File: src/rtl/rkg_pkg.sv
// Package: constants, state encoding and controller/datapath structs for the group reverser
package rkg_pkg;

    localparam int MAX_GROUP = 16;
    localparam int VAL_W     = 32;
    localparam int GS_W      = 5;
    localparam int ADDR_W    = (MAX_GROUP > 1) ? $clog2(MAX_GROUP) : 1;
    localparam int CNT_W     = $clog2(MAX_GROUP + 1);
    localparam int CMP_W     = (CNT_W > GS_W) ? CNT_W : GS_W;
    localparam logic [GS_W-1:0] GS_RESET = GS_W'(1);

    typedef enum logic [1:0] {
        ST_IDLE,
        ST_FETCH,
        ST_SEND
    } t_state;

    typedef struct packed {
        logic accept;
        logic read;
    } t_cmd;

    typedef struct packed {
        logic emit;
        logic run_end;
    } t_status;

endpackage

File: src/rtl/rkg_in_if.sv
// Interface: input request channel (value with end-of-list flag)
interface rkg_in_if;
    logic                                valid;
    logic                                ready;
    logic signed [rkg_pkg::VAL_W-1:0]    value;
    logic                                end_of_list;

    modport source (output valid, output value, output end_of_list, input ready);
    modport sink   (input valid, input value, input end_of_list, output ready);
endinterface

File: src/rtl/rkg_out_if.sv
// Interface: output request channel (reordered value with run and list markers)
interface rkg_out_if;
    logic                                valid;
    logic                                ready;
    logic signed [rkg_pkg::VAL_W-1:0]    out_value;
    logic                                last_of_run;
    logic                                list_done;

    modport source (output valid, output out_value, output last_of_run, output list_done,
                    input ready);
    modport sink   (input valid, input out_value, input last_of_run, input list_done,
                    output ready);
endinterface

File: src/rtl/block_reverse_k_group.sv
// Top level: reverses a value stream in groups of group_size
//
//  channel   dir  handshake          payload
//  i_in      in   valid/ready        value[31:0] signed, end_of_list
//  o_out     out  valid/ready        out_value[31:0] signed, last_of_run, list_done
//  cfg       in   i_cfg_we           i_cfg_data[4:0] = group_size
//
// An input request that closes a run goes to a buffer fetch state, then one
// result per cycle while o_out is ready; a short group closed by end_of_list
// is sent in order. One group buffer read per result paces the drain.
// Input is held off while a run drains. Synchronous active-low reset clears the
// fill count and sets group_size to 1; no clearing pass is needed.
module block_reverse_k_group (
    input  logic                      i_clk,
    input  logic                      i_rst_n,
    input  logic                      i_cfg_we,
    input  logic [rkg_pkg::GS_W-1:0]  i_cfg_data,
    rkg_in_if.sink                    i_in,
    rkg_out_if.source                 o_out
);
    rkg_pkg::t_cmd    w_cmd;
    rkg_pkg::t_status w_status;
    logic             w_in_ready;
    logic             w_out_valid;

    rkg_ctrl u_ctrl (
        .i_clk       (i_clk),
        .i_rst_n     (i_rst_n),
        .i_in_valid  (i_in.valid),
        .i_out_ready (o_out.ready),
        .i_status    (w_status),
        .o_cmd       (w_cmd),
        .o_in_ready  (w_in_ready),
        .o_out_valid (w_out_valid)
    );

    rkg_dp u_dp (
        .i_clk         (i_clk),
        .i_rst_n       (i_rst_n),
        .i_cfg_we      (i_cfg_we),
        .i_cfg_data    (i_cfg_data),
        .i_cmd         (w_cmd),
        .i_value       (i_in.value),
        .i_end_of_list (i_in.end_of_list),
        .o_status      (w_status),
        .o_out_value   (o_out.out_value),
        .o_last_of_run (o_out.last_of_run),
        .o_list_done   (o_out.list_done)
    );

    assign i_in.ready  = w_in_ready;
    assign o_out.valid = w_out_valid;
endmodule

File: src/rtl/rkg_ram.sv
// Generic single-write, single-read RAM with registered read data
module rkg_ram #(
    parameter int WIDTH = 32,
    parameter int DEPTH = 16
) (
    input  logic                                     i_clk,
    input  logic                                     i_we,
    input  logic [((DEPTH > 1) ? $clog2(DEPTH) : 1)-1:0] i_waddr,
    input  logic [WIDTH-1:0]                         i_wdata,
    input  logic                                     i_re,
    input  logic [((DEPTH > 1) ? $clog2(DEPTH) : 1)-1:0] i_raddr,
    output logic [WIDTH-1:0]                         o_rdata
);
    logic [WIDTH-1:0] r_mem [DEPTH];
    logic [WIDTH-1:0] r_rdata;

    always_ff @(posedge i_clk) begin
        if (i_we) begin
            r_mem[i_waddr] <= i_wdata;
        end
        if (i_re) begin
            r_rdata <= r_mem[i_raddr];
        end
    end

    assign o_rdata = r_rdata;
endmodule

File: src/rtl/rkg_ctrl.sv
// Controller: accept, fetch and send sequencing for one run of results
module rkg_ctrl (
    input  logic             i_clk,
    input  logic             i_rst_n,
    input  logic             i_in_valid,
    input  logic             i_out_ready,
    input  rkg_pkg::t_status i_status,
    output rkg_pkg::t_cmd    o_cmd,
    output logic             o_in_ready,
    output logic             o_out_valid
);
    rkg_pkg::t_state r_state;
    rkg_pkg::t_state n_state;

    always_ff @(posedge i_clk) begin
        if (!i_rst_n) begin
            r_state <= rkg_pkg::ST_IDLE;
        end else begin
            r_state <= n_state;
        end
    end

    always_comb begin
        n_state      = r_state;
        o_cmd        = '0;
        o_in_ready   = 1'b0;
        o_out_valid  = 1'b0;
        case (r_state)
            rkg_pkg::ST_IDLE: begin
                o_in_ready = 1'b1;
                if (i_in_valid) begin
                    o_cmd.accept = 1'b1;
                    if (i_status.emit) begin
                        n_state = rkg_pkg::ST_FETCH;
                    end
                end
            end
            rkg_pkg::ST_FETCH: begin
                o_cmd.read = 1'b1;
                n_state    = rkg_pkg::ST_SEND;
            end
            rkg_pkg::ST_SEND: begin
                o_out_valid = 1'b1;
                if (i_out_ready) begin
                    if (i_status.run_end) begin
                        n_state = rkg_pkg::ST_IDLE;
                    end else begin
                        o_cmd.read = 1'b1;
                    end
                end
            end
            default: begin
                n_state = rkg_pkg::ST_IDLE;
            end
        endcase
    end
endmodule

File: src/rtl/rkg_dp.sv
// Datapath: group buffer, fill count, group size register and read sequencing
module rkg_dp (
    input  logic                              i_clk,
    input  logic                              i_rst_n,
    input  logic                              i_cfg_we,
    input  logic [rkg_pkg::GS_W-1:0]          i_cfg_data,
    input  rkg_pkg::t_cmd                     i_cmd,
    input  logic signed [rkg_pkg::VAL_W-1:0]  i_value,
    input  logic                              i_end_of_list,
    output rkg_pkg::t_status                  o_status,
    output logic signed [rkg_pkg::VAL_W-1:0]  o_out_value,
    output logic                              o_last_of_run,
    output logic                              o_list_done
);
    logic [rkg_pkg::GS_W-1:0]   r_gs;
    logic [rkg_pkg::CNT_W-1:0]  r_fill;
    logic [rkg_pkg::CNT_W-1:0]  r_rem;
    logic [rkg_pkg::ADDR_W-1:0] r_idx;
    logic                       r_rev;
    logic                       r_last;
    logic                       r_lor;

    logic [rkg_pkg::CMP_W-1:0]  gs_ext;
    logic [rkg_pkg::CMP_W-1:0]  k_eff;
    logic [rkg_pkg::CMP_W-1:0]  fill_inc;
    logic                       grp_full;
    logic [rkg_pkg::VAL_W-1:0]  rd_data;

    always_comb begin
        gs_ext = rkg_pkg::CMP_W'(r_gs);
        if (gs_ext == '0) begin
            k_eff = rkg_pkg::CMP_W'(1);
        end else if (gs_ext > rkg_pkg::CMP_W'(rkg_pkg::MAX_GROUP)) begin
            k_eff = rkg_pkg::CMP_W'(rkg_pkg::MAX_GROUP);
        end else begin
            k_eff = gs_ext;
        end
        fill_inc = rkg_pkg::CMP_W'(r_fill) + rkg_pkg::CMP_W'(1);
        grp_full = (fill_inc >= k_eff);
    end

    assign o_status.emit    = grp_full | i_end_of_list;
    assign o_status.run_end = r_lor;

    // control registers
    always_ff @(posedge i_clk) begin
        if (!i_rst_n) begin
            r_gs   <= rkg_pkg::GS_RESET;
            r_fill <= '0;
        end else begin
            if (i_cfg_we) begin
                r_gs <= i_cfg_data;
            end
            if (i_cmd.accept) begin
                if (grp_full || i_end_of_list) begin
                    r_fill <= '0;
                end else begin
                    r_fill <= rkg_pkg::CNT_W'(fill_inc);
                end
            end
        end
    end

    // run sequencing; r_fill is the index of the value being written
    always_ff @(posedge i_clk) begin
        if (i_cmd.accept) begin
            r_rev  <= grp_full;
            r_last <= i_end_of_list;
            r_rem  <= r_fill;
            r_idx  <= grp_full ? r_fill[rkg_pkg::ADDR_W-1:0] : '0;
        end else if (i_cmd.read) begin
            r_lor <= (r_rem == '0);
            r_rem <= r_rem - rkg_pkg::CNT_W'(1);
            r_idx <= r_rev ? (r_idx - rkg_pkg::ADDR_W'(1)) : (r_idx + rkg_pkg::ADDR_W'(1));
        end
    end

    rkg_ram #(
        .WIDTH (rkg_pkg::VAL_W),
        .DEPTH (rkg_pkg::MAX_GROUP)
    ) u_buf (
        .i_clk   (i_clk),
        .i_we    (i_cmd.accept),
        .i_waddr (r_fill[rkg_pkg::ADDR_W-1:0]),
        .i_wdata (i_value),
        .i_re    (i_cmd.read),
        .i_raddr (r_idx),
        .o_rdata (rd_data)
    );

    assign o_out_value   = signed'(rd_data);
    assign o_last_of_run = r_lor;
    assign o_list_done   = r_lor & r_last;
endmodule
File: src/flat_wrapper.sv
// flat-port wrapper written by rule: the top's interface ports become plain ports
module block_reverse_k_group_flat 
  (i_clk, i_rst_n, i_cfg_we, i_cfg_data, i_in_valid, i_in_value, i_in_end_of_list, i_in_ready, o_out_valid, o_out_out_value, o_out_last_of_run, o_out_list_done, o_out_ready);
  rkg_in_if i_in_i ();
  rkg_out_if o_out_i ();
  input  logic i_clk;
  input  logic i_rst_n;
  input  logic i_cfg_we;
  input  logic [rkg_pkg::GS_W-1:0] i_cfg_data;
  input wire logic [$bits(i_in_i.valid)-1:0] i_in_valid;
  input wire logic [$bits(i_in_i.value)-1:0] i_in_value;
  input wire logic [$bits(i_in_i.end_of_list)-1:0] i_in_end_of_list;
  output wire logic [$bits(i_in_i.ready)-1:0] i_in_ready;
  output wire logic [$bits(o_out_i.valid)-1:0] o_out_valid;
  output wire logic [$bits(o_out_i.out_value)-1:0] o_out_out_value;
  output wire logic [$bits(o_out_i.last_of_run)-1:0] o_out_last_of_run;
  output wire logic [$bits(o_out_i.list_done)-1:0] o_out_list_done;
  input wire logic [$bits(o_out_i.ready)-1:0] o_out_ready;
  assign i_in_i.valid = i_in_valid;
  assign i_in_i.value = i_in_value;
  assign i_in_i.end_of_list = i_in_end_of_list;
  assign i_in_ready = i_in_i.ready;
  assign o_out_valid = o_out_i.valid;
  assign o_out_out_value = o_out_i.out_value;
  assign o_out_last_of_run = o_out_i.last_of_run;
  assign o_out_list_done = o_out_i.list_done;
  assign o_out_i.ready = o_out_ready;
  block_reverse_k_group u_core (.i_clk(i_clk), .i_rst_n(i_rst_n), .i_cfg_we(i_cfg_we), .i_cfg_data(i_cfg_data), .i_in(i_in_i), .o_out(o_out_i));
endmodule
File: config.mk
export PLATFORM = sky130hd
export DESIGN_NAME = block_reverse_k_group_flat
export DESIGN_NICKNAME = d
export VERILOG_FILES = /design/src/rtl/rkg_pkg.sv /design/src/rtl/rkg_in_if.sv /design/src/rtl/rkg_out_if.sv /design/src/rtl/block_reverse_k_group.sv /design/src/rtl/rkg_ram.sv /design/src/rtl/rkg_ctrl.sv /design/src/rtl/rkg_dp.sv /design/src/flat_wrapper.sv
export SDC_FILE = /design/constraint.sdc
export NUM_CORES = 1
export LEC_CHECK = 0
export BUFFER_PORTS_ARGS = -buffer_cell sky130_fd_sc_hd__buf_2
export CORE_AREA = 5 5 259 261
export CTS_BUF_LIST = sky130_fd_sc_hd__clkbuf_8
export DETAILED_ROUTE_END_ITERATION = 6
export DIE_AREA = 0 0 264 266
export SYNTH_ARGS = -nofsm -noshare
export SYNTH_HDL_FRONTEND = slang
export SYNTH_SLANG_ARGS = --single-unit
export TNS_END_PERCENT = 5
File: constraint.sdc
create_clock -name i_clk -period 11.3 [get_ports i_clk]
set_input_delay 0.565 -clock i_clk [delete_from_list [all_inputs] [get_ports i_clk]]
set_output_delay 0.565 -clock i_clk [all_outputs]
set_load 0.1 [all_outputs]
==> metrics.yaml, run 1 <==
synthesis:
  yosysWarnings: 0
  syn_area_per_cell_um2: 23.6
  yosys.cell_types.count: 36
  synth-seq-cells: 568
  synth_top_area_cell: "edfxtp_1"
  synth-edff-count: 556
  netlist_area_um2: 21700
  ys_seq_area_share_pct: 78.0
  synthArstFlopShare_pct: 0
  synth_top_cell_area_share_pct: 76.9
  syn_nets: 978
  ys.flop_type: "edfxtp_1"
  synthTopCellsByArea: "edfxtp_1 77%, mux4_2 17%, dfxtp_1 1.1%"
  syn_inst: 918
timing:
  fin_crit_sh_pct: 27.8
  hold_slack_ps: 154
  max_freq_ghz: 0.319
  period_needed_ps: 3140
  setup_tns_ps: 0
  worst_pin_slew_ps: 956
  slew_headroom_pct: 36.3
  skew_ps: 38.6
  rsz0062_at_grt: "false"
  drv_slew: 0
  hold_violations: 0
  setup_viol_count_final: 0
pwr:
  power_density_nw_per_um2: 193
  max-vdd-ir-drop_uv: 78.7
  finalPower_mw: 4.82
  p_leak_nw: 7.97
worst_setup_path:
  arrival_ps: 3430
  crit_path_start_kind: "register"
  cp_num_buf_inv: 3
  end_kind: "register"
  required_ps: 11600
  crit_chain: "inv_1 > ha_1 > nand2_1 > clkinv_1 > nand2_1 > nor2_4 > buf_4"
  cp_max_fo: 19
  path_delay_family: "simple AND/OR/NAND/NOR gates"
  crit_path_top_delay_cell: "nor2_4"
  critPathMaxStageDelay_ps: 590
  cpMostUsedCell: "nand2_1"
  setup.worst_path.class: "register to register"
die:
  core_area_um2: 64200
  initial_core_util_pct: 33.8
  die_h_um: 266
  die-area_um2: 70200
  die_w_um: 264
  io_pins: 79
  row_count: 93
clock_tree:
  ctsResizeCount: 0
  cts_tree: "yes"
  clockRootBuffer: "clkbuf_8"
  cts_max_level: 3
  path_clk_slew_ps: 60
  clock_latency_ps: 670
  clockBufferDepth: 3
  cts.sink_count: 568
  holdBufCountCts: 0
  numCtsBuffers: 89
  postCtsSetupBuffers: 0
placed_design:
  port_buffers: 78
  hpwl_um: 22900
  place_congestion: 0.692
  place_area_um2: 23200
final_layout:
  stdcell_area_um2: 25000
  multi_input_area_um2: 4590
  filler_cell_count: 5709
  drive_gt1_share_pct: 35.2
  regArea_um2: 16900
  fin_nets: 1130
  synthToLayoutAreaGrowth_pct: 15.1
hold_path:
  min_path_type: "input port to register"
global_route:
  grtUsageTotal_pct: 13.0
  antenna_found_initial: 9
  grt_max_degree: 59
  grt_pass1_wl_um: 68800
  grt_overflow: 0
  grt_pass1_vias: 10760
detailed_routing:
  dr_total_vias: 9834
  drt-total-wl_um: 46100
  first_pass_iters: 4
  drtAntennaViolNets: 0
  wl_per_cell_um: 23.1
  drc: 0
  vias_per_cell: 4.93
  drt_iter0_markers: 591
flow_run:
  drv_cap: 0
outcome:
  status: "completed"
-- metrics by stage --
step | setup WS [ps] | instances | util, %
after floorplan | 6770 | 918 | -
after global placement | 8160 | 1834 | 36.2
after detailed placement | 8070 | 1834 | 36.2
after CTS | 8070 | 1994 | 38.9
after global routing | 7900 | 1994 | 38.9
final | 8160 | 1995 | 38.9
-- cell type report --
| cell class | instances | area share, % |
|---|---|---|
| Sequential cell | 568 | 67.8 |
| Multi-Input combinational cell | 293 | 18.3 |
| Clock buffer | 89 | 4.90 |
| Tap cell | 855 | 4.28 |
| Timing Repair Buffer | 104 | 2.34 |
| Clock inverter | 71 | 2.16 |
| Inverter | 14 | 0.210 |
| Antenna cell | 1 | 0.0100 |
-- layout by cell type (no fill, tap or decap), types with 3 or more instances in the layout --
master	synthesis	layout
dfxtp_1	12	12
nand2_1	24	24
nor3_2	0	4
mux2i_1	6	6
edfxtp_1	556	556
mux4_2	160	160
xnor2_1	6	6
a21o_1	3	3
buf_2	6	78
o21ai_0	4	4
clkinv_2	0	15
o22ai_1	5	5
xor2_1	3	3
nor2b_1	5	5
clkbuf_8	0	89
nor2_1	23	11
buf_4	0	26
clkinv_1	1	16
a21oi_1	7	7
inv_1	13	37
nand2b_1	3	3
bufinv_16	0	7
ha_1	16	16
nor3_1	9	5
nor2_4	0	12
and2_1	3	3
-- path summary, 6_finish.rpt --
check / from / end / slack (ps) / depth (start not counted)
worst max register to register: u_core.u_ctrl.r_state[0] / u_core.u_dp.u_buf.r_mem[13][0] / 8160 / 7
worst min register to register: u_core.u_dp.gs_ext[0] / u_core.u_dp.gs_ext[0] / 480 / 2
worst max-delay path: u_core.u_ctrl.r_state[0] / u_core.u_dp.u_buf.r_mem[13][0] / 8160 / 7
worst min-delay path: i_cfg_data[0] / u_core.u_dp.gs_ext[0] / 150 / 3
-- layer usage --
metal	global-route usage (%)	vias up	part of all wire (%)
li1	-	4202	-
met5	0	-	0.059
met4	3.96	4	1.8
met3	2.71	66	5.0
met2	21.9	248	51
met1	17.3	5314	43
-- logic make-up (layout without fill, tap and decap cells) --
| logic type | after synthesis | count (layout) | synth area share, % |
|---|---|---|---|
| compound gates | 27 | 27 | 0.813 |
| mux | 166 | 166 | 16.9 |
| buf+inv | 57 | 278 | 1.37 |
| xor+xnor | 9 | 9 | 0.363 |
| other cells | 0 | 1 | 0 |
| fa+ha+maj | 17 | 17 | 1.01 |
| flops | 568 | 568 | 78.0 |
| simple gates | 74 | 74 | 1.55 |
-- worst reg2reg max path, delay by kind of cell (launching register included) --
kind,cells,cell delay (ps)
fa+ha+maj,1,230
simple gates,3,1260
flops,1,320
buf+inv,3,1000
-- sequential cells by signal, summed over array words and instances, names as in the netlist --
| signal | count |
|---|---|
| u_core.u_dp.u_buf.r_mem | 512 |
| u_core.u_dp.u_buf.o_rdata | 32 |
| u_core.u_dp.gs_ext | 5 |
| u_core.u_dp.r_fill | 5 |
| u_core.u_dp.r_rem | 5 |
| u_core.u_dp.r_idx | 4 |
| u_core.u_ctrl.r_state | 2 |
| u_core.u_dp.o_last_of_run | 1 |
| u_core.u_dp.r_last | 1 |
| u_core.u_dp.r_rev | 1 |
-- power by group --
group          internal [mW]  total, mW  switching [mW]  leakage (nW)
Clock                  0.910       1.71           0.800         0.997
Combinational          0.327      0.702           0.375          1.85
Sequential              2.38       2.41          0.0267          5.12
Total                   3.62       4.82            1.20          7.97
-- Yosys cell counts, types with 6 or more instances --
cell type  instances
buf_2              6
nor2_1            23
inv_1             13
buf_1             11
clkbuf_1          16
edfxtp_1         556
mux4_2           160
ha_1              16
nor3_1             9
mux2i_1            6
buf_6             10
dfxtp_1           12
nand2_1           24
xnor2_1            6
a21oi_1            7
No activity file was read; power rests on OpenSTA's default activity.
==> run 2: changes to the inputs <==
--- a/config.mk
+++ b/config.mk
@@ -5,11 +5,12 @@
 export SDC_FILE = /design/constraint.sdc
 export NUM_CORES = 1
 export LEC_CHECK = 0
+export ABC_AREA = 1
 export BUFFER_PORTS_ARGS = -buffer_cell sky130_fd_sc_hd__buf_2
-export CORE_AREA = 5 5 259 261
+export CORE_AREA = 5 5 262 264
 export CTS_BUF_LIST = sky130_fd_sc_hd__clkbuf_8
 export DETAILED_ROUTE_END_ITERATION = 6
-export DIE_AREA = 0 0 264 266
+export DIE_AREA = 0 0 267 269
 export SYNTH_ARGS = -nofsm -noshare
 export SYNTH_HDL_FRONTEND = slang
 export SYNTH_SLANG_ARGS = --single-unit
==> constraint.sdc (replaced) <==
create_clock -name i_clk -period 2.6 [get_ports i_clk]
set_input_delay 0.13 -clock i_clk [delete_from_list [all_inputs] [get_ports i_clk]]
set_output_delay 0.13 -clock i_clk [all_outputs]
set_load 0.1 [all_outputs]
==> metrics.yaml, run 2 <==
synthesis:
  ys_top_cells_by_count: "556 x edfxtp_1, 286 x nor2_1, 177 x o21ai_0"
  synth_top_cell_area_share_pct: 75.1
  syn_inst: 1592
  yosysMostFrequentCell: "edfxtp_1"
  yosysWarnings: 0
  netlist_area_um2: 22200
  synth_top_area_cell: "edfxtp_1"
  syn_area_per_cell_um2: 14.0
  ys.flop_type: "edfxtp_1"
  synth-edff-count: 556
  ys_seq_area_share_pct: 76.2
  yosys.cell_types.count: 26
  synth-seq-cells: 568
  synthTopCellsByArea: "edfxtp_1 75%, nor2_1 4.8%, o21ai_0 4.0%"
  synthArstFlopShare_pct: 0
  syn_nets: 1652
die:
  die_h_um: 269
  die-area_um2: 71800
  core_area_um2: 66300
  initial_core_util_pct: 33.5
  row_count: 95
  die_w_um: 267
  io_pins: 79
timing:
  setup_tns_ps: 0
  max_freq_ghz: 0.432
  hold_violations: 0
  fin_crit_sh_pct: 88.9
  drv_slew: 0
  slew_headroom_pct: 51.6
  setup_viol_count_final: 0
  skew_ps: 24.7
  worst_pin_slew_ps: 726
  period_needed_ps: 2310
  rsz0062_at_grt: "false"
pwr:
  p_leak_nw: 8.62
  pwr-share-comb_pct: 33.7
  switching_share_pct: 37.7
  p_sw_mw: 10.1
  power_density_nw_per_um2: 1030
  sequentialPowerShare_pct: 40.9
  clkPwrFrac_pct: 25.4
  cell_internal_pwr_mw: 16.7
  max-vdd-ir-drop_uv: 1010
detailed_routing:
  first_pass_iters: 7
  drtAntennaViolNets: 0
  dr_total_vias: 14019
  wl_per_cell_um: 21.2
  drt-total-wl_um: 57400
  vias_per_cell: 5.19
  drt_iter0_markers: 1220
  drc: 3
clock_tree:
  cts.sink_count: 568
  cts_tree: "yes"
  numCtsBuffers: 92
  clockRootBuffer: "clkbuf_8"
  postCtsSetupBuffers: 0
  path_clk_slew_ps: 70
  cts_max_level: 3
  clockBufferDepth: 3
  clock_latency_ps: 670
placed_design:
  dpl.cell_count: 2491
  hpwl_um: 30000
  port_buffers: 78
  place_congestion: 0.729
global_route:
  antenna_found_initial: 2
  grt_overflow: 0
  grtUsageTotal_pct: 15.7
  grt_pass1_vias: 14307
  grt_pass1_wl_um: 86900
  grt_max_degree: 145
flow_run:
  drv_cap: 0
final_layout:
  fin_nets: 1823
  antenna_cells: 0
  synthToLayoutAreaGrowth_pct: 17.3
  final_common_cell: "edfxtp_1"
  final_cells: 2702
  drive_gt1_share_pct: 14.6
  largest_reg_flops: 512
  largest_register: "u_core.u_dp.u_buf.r_mem"
  layout_common_cells: "556 x edfxtp_1, 269 x nor2_1, 177 x o21ai_0"
worst_setup_path:
  end_kind: "register"
  setup.worst_path.class: "register to register"
  cp_max_fo: 6
  required_ps: 3180
  crit_path_start_kind: "register"
  arrival_ps: 2900
hold_path:
  min_path_type: "input port to register"
outcome:
  violations: "design-rule violations"
  status: "complete, but fails checks"
-- run 2: power groups by stage --
stage	clock (mW)	combinational, mW	sequential, mW
2_1_floorplan	0	5.53	11.9
3_3_place_gp	0	8.77	11.1
3_5_place_dp	0	8.97	11.1
4_1_cts	7.00	9.07	10.9
5_1_grt	7.42	9.88	11.0
6_report	6.81	9.03	10.9
-- run 2: per-layer routing --
| metal | track usage, % | up-vias | share of wire [%] |
|---|---|---|---|
| li1 | - | 6406 | - |
| met1 | 21.3 | 7065 | 44 |
| met2 | 26.0 | 457 | 48 |
| met3 | 3.06 | 87 | 6.1 |
| met4 | 4.61 | 4 | 1.8 |
| met5 | 0 | - | 0.047 |
-- run 2: cell type report --
cell class	count	area, um2
Multi-Input combinational cell	880	4740
Inverter	35	138
Timing Repair Buffer	186	1570
Sequential cell	568	16900
Tap cell	873	1090
Clock buffer	93	1280
Fill cell	6180	40300
Clock inverter	67	313
-- run 2: kinds of logic after synthesis --
group                    after synthesis  synth area share (%)
adder cells (fa/ha/maj)               17                 0.991
flip-flops                           568                  76.2
AND/OR/NAND/NOR                      415                  7.30
buffers and inverters                144                  3.11
XOR/XNOR                               6                 0.236
AO/OA/AOI/OAI                        442                  12.1
-- run 2: timing repair --
item | CTS | global route
endpoints found under the hold margin | 525 | 0
resized for setup | 0 | 3
hold buffers | 51 | 0
setup endpoints to repair | 0 | 5
-- run 2: worst max-delay path, stage by stage, from the launching register on --
cell and delay [ps]:
dfxtp_1 410, ha_1 240, nand3_1 200, xnor2_2 200, ha_1 300, nand2_1 90
inv_1 50, a21oi_1 170, nand2_1 130, nor2_2 200, nand3_1 110, a21oi_1 130
-- run 2: worst paths after layout --
| path | startpoint | endpoint | slack, ps | cells after the start |
|---|---|---|---|---|
| worst max register to register | u_core.u_dp.r_fill[1] | u_core.u_dp.r_fill[3] | 290 | 11 |
| worst min register to register | u_core.u_dp.r_fill[4] | u_core.u_dp.r_fill[4] | 520 | 2 |
| worst min-delay path | i_in_end_of_list | u_core.u_dp.r_last | 250 | 2 |
| worst max-delay path | u_core.u_dp.r_fill[1] | u_core.u_dp.r_fill[3] | 290 | 11 |
-- run 2: per-stage QoR --
| step | worst slack, ps | utilization (%) | hold WS, ps | cell area [um2] | total power, mW |
|---|---|---|---|---|---|
| global placement | 285 | 36.1 | 364 | 23900 | 19.9 |
| CTS | 148 | 39.3 | 192 | 26100 | 27.0 |
| floorplan | 13.8 | - | 229 | 22400 | 17.5 |
| global route | 12.2 | 39.3 | 232 | 26100 | 28.3 |
| detailed placement | 160 | 36.1 | 370 | 23900 | 20.1 |
| finish | 288 | 39.3 | 254 | 26100 | 26.8 |
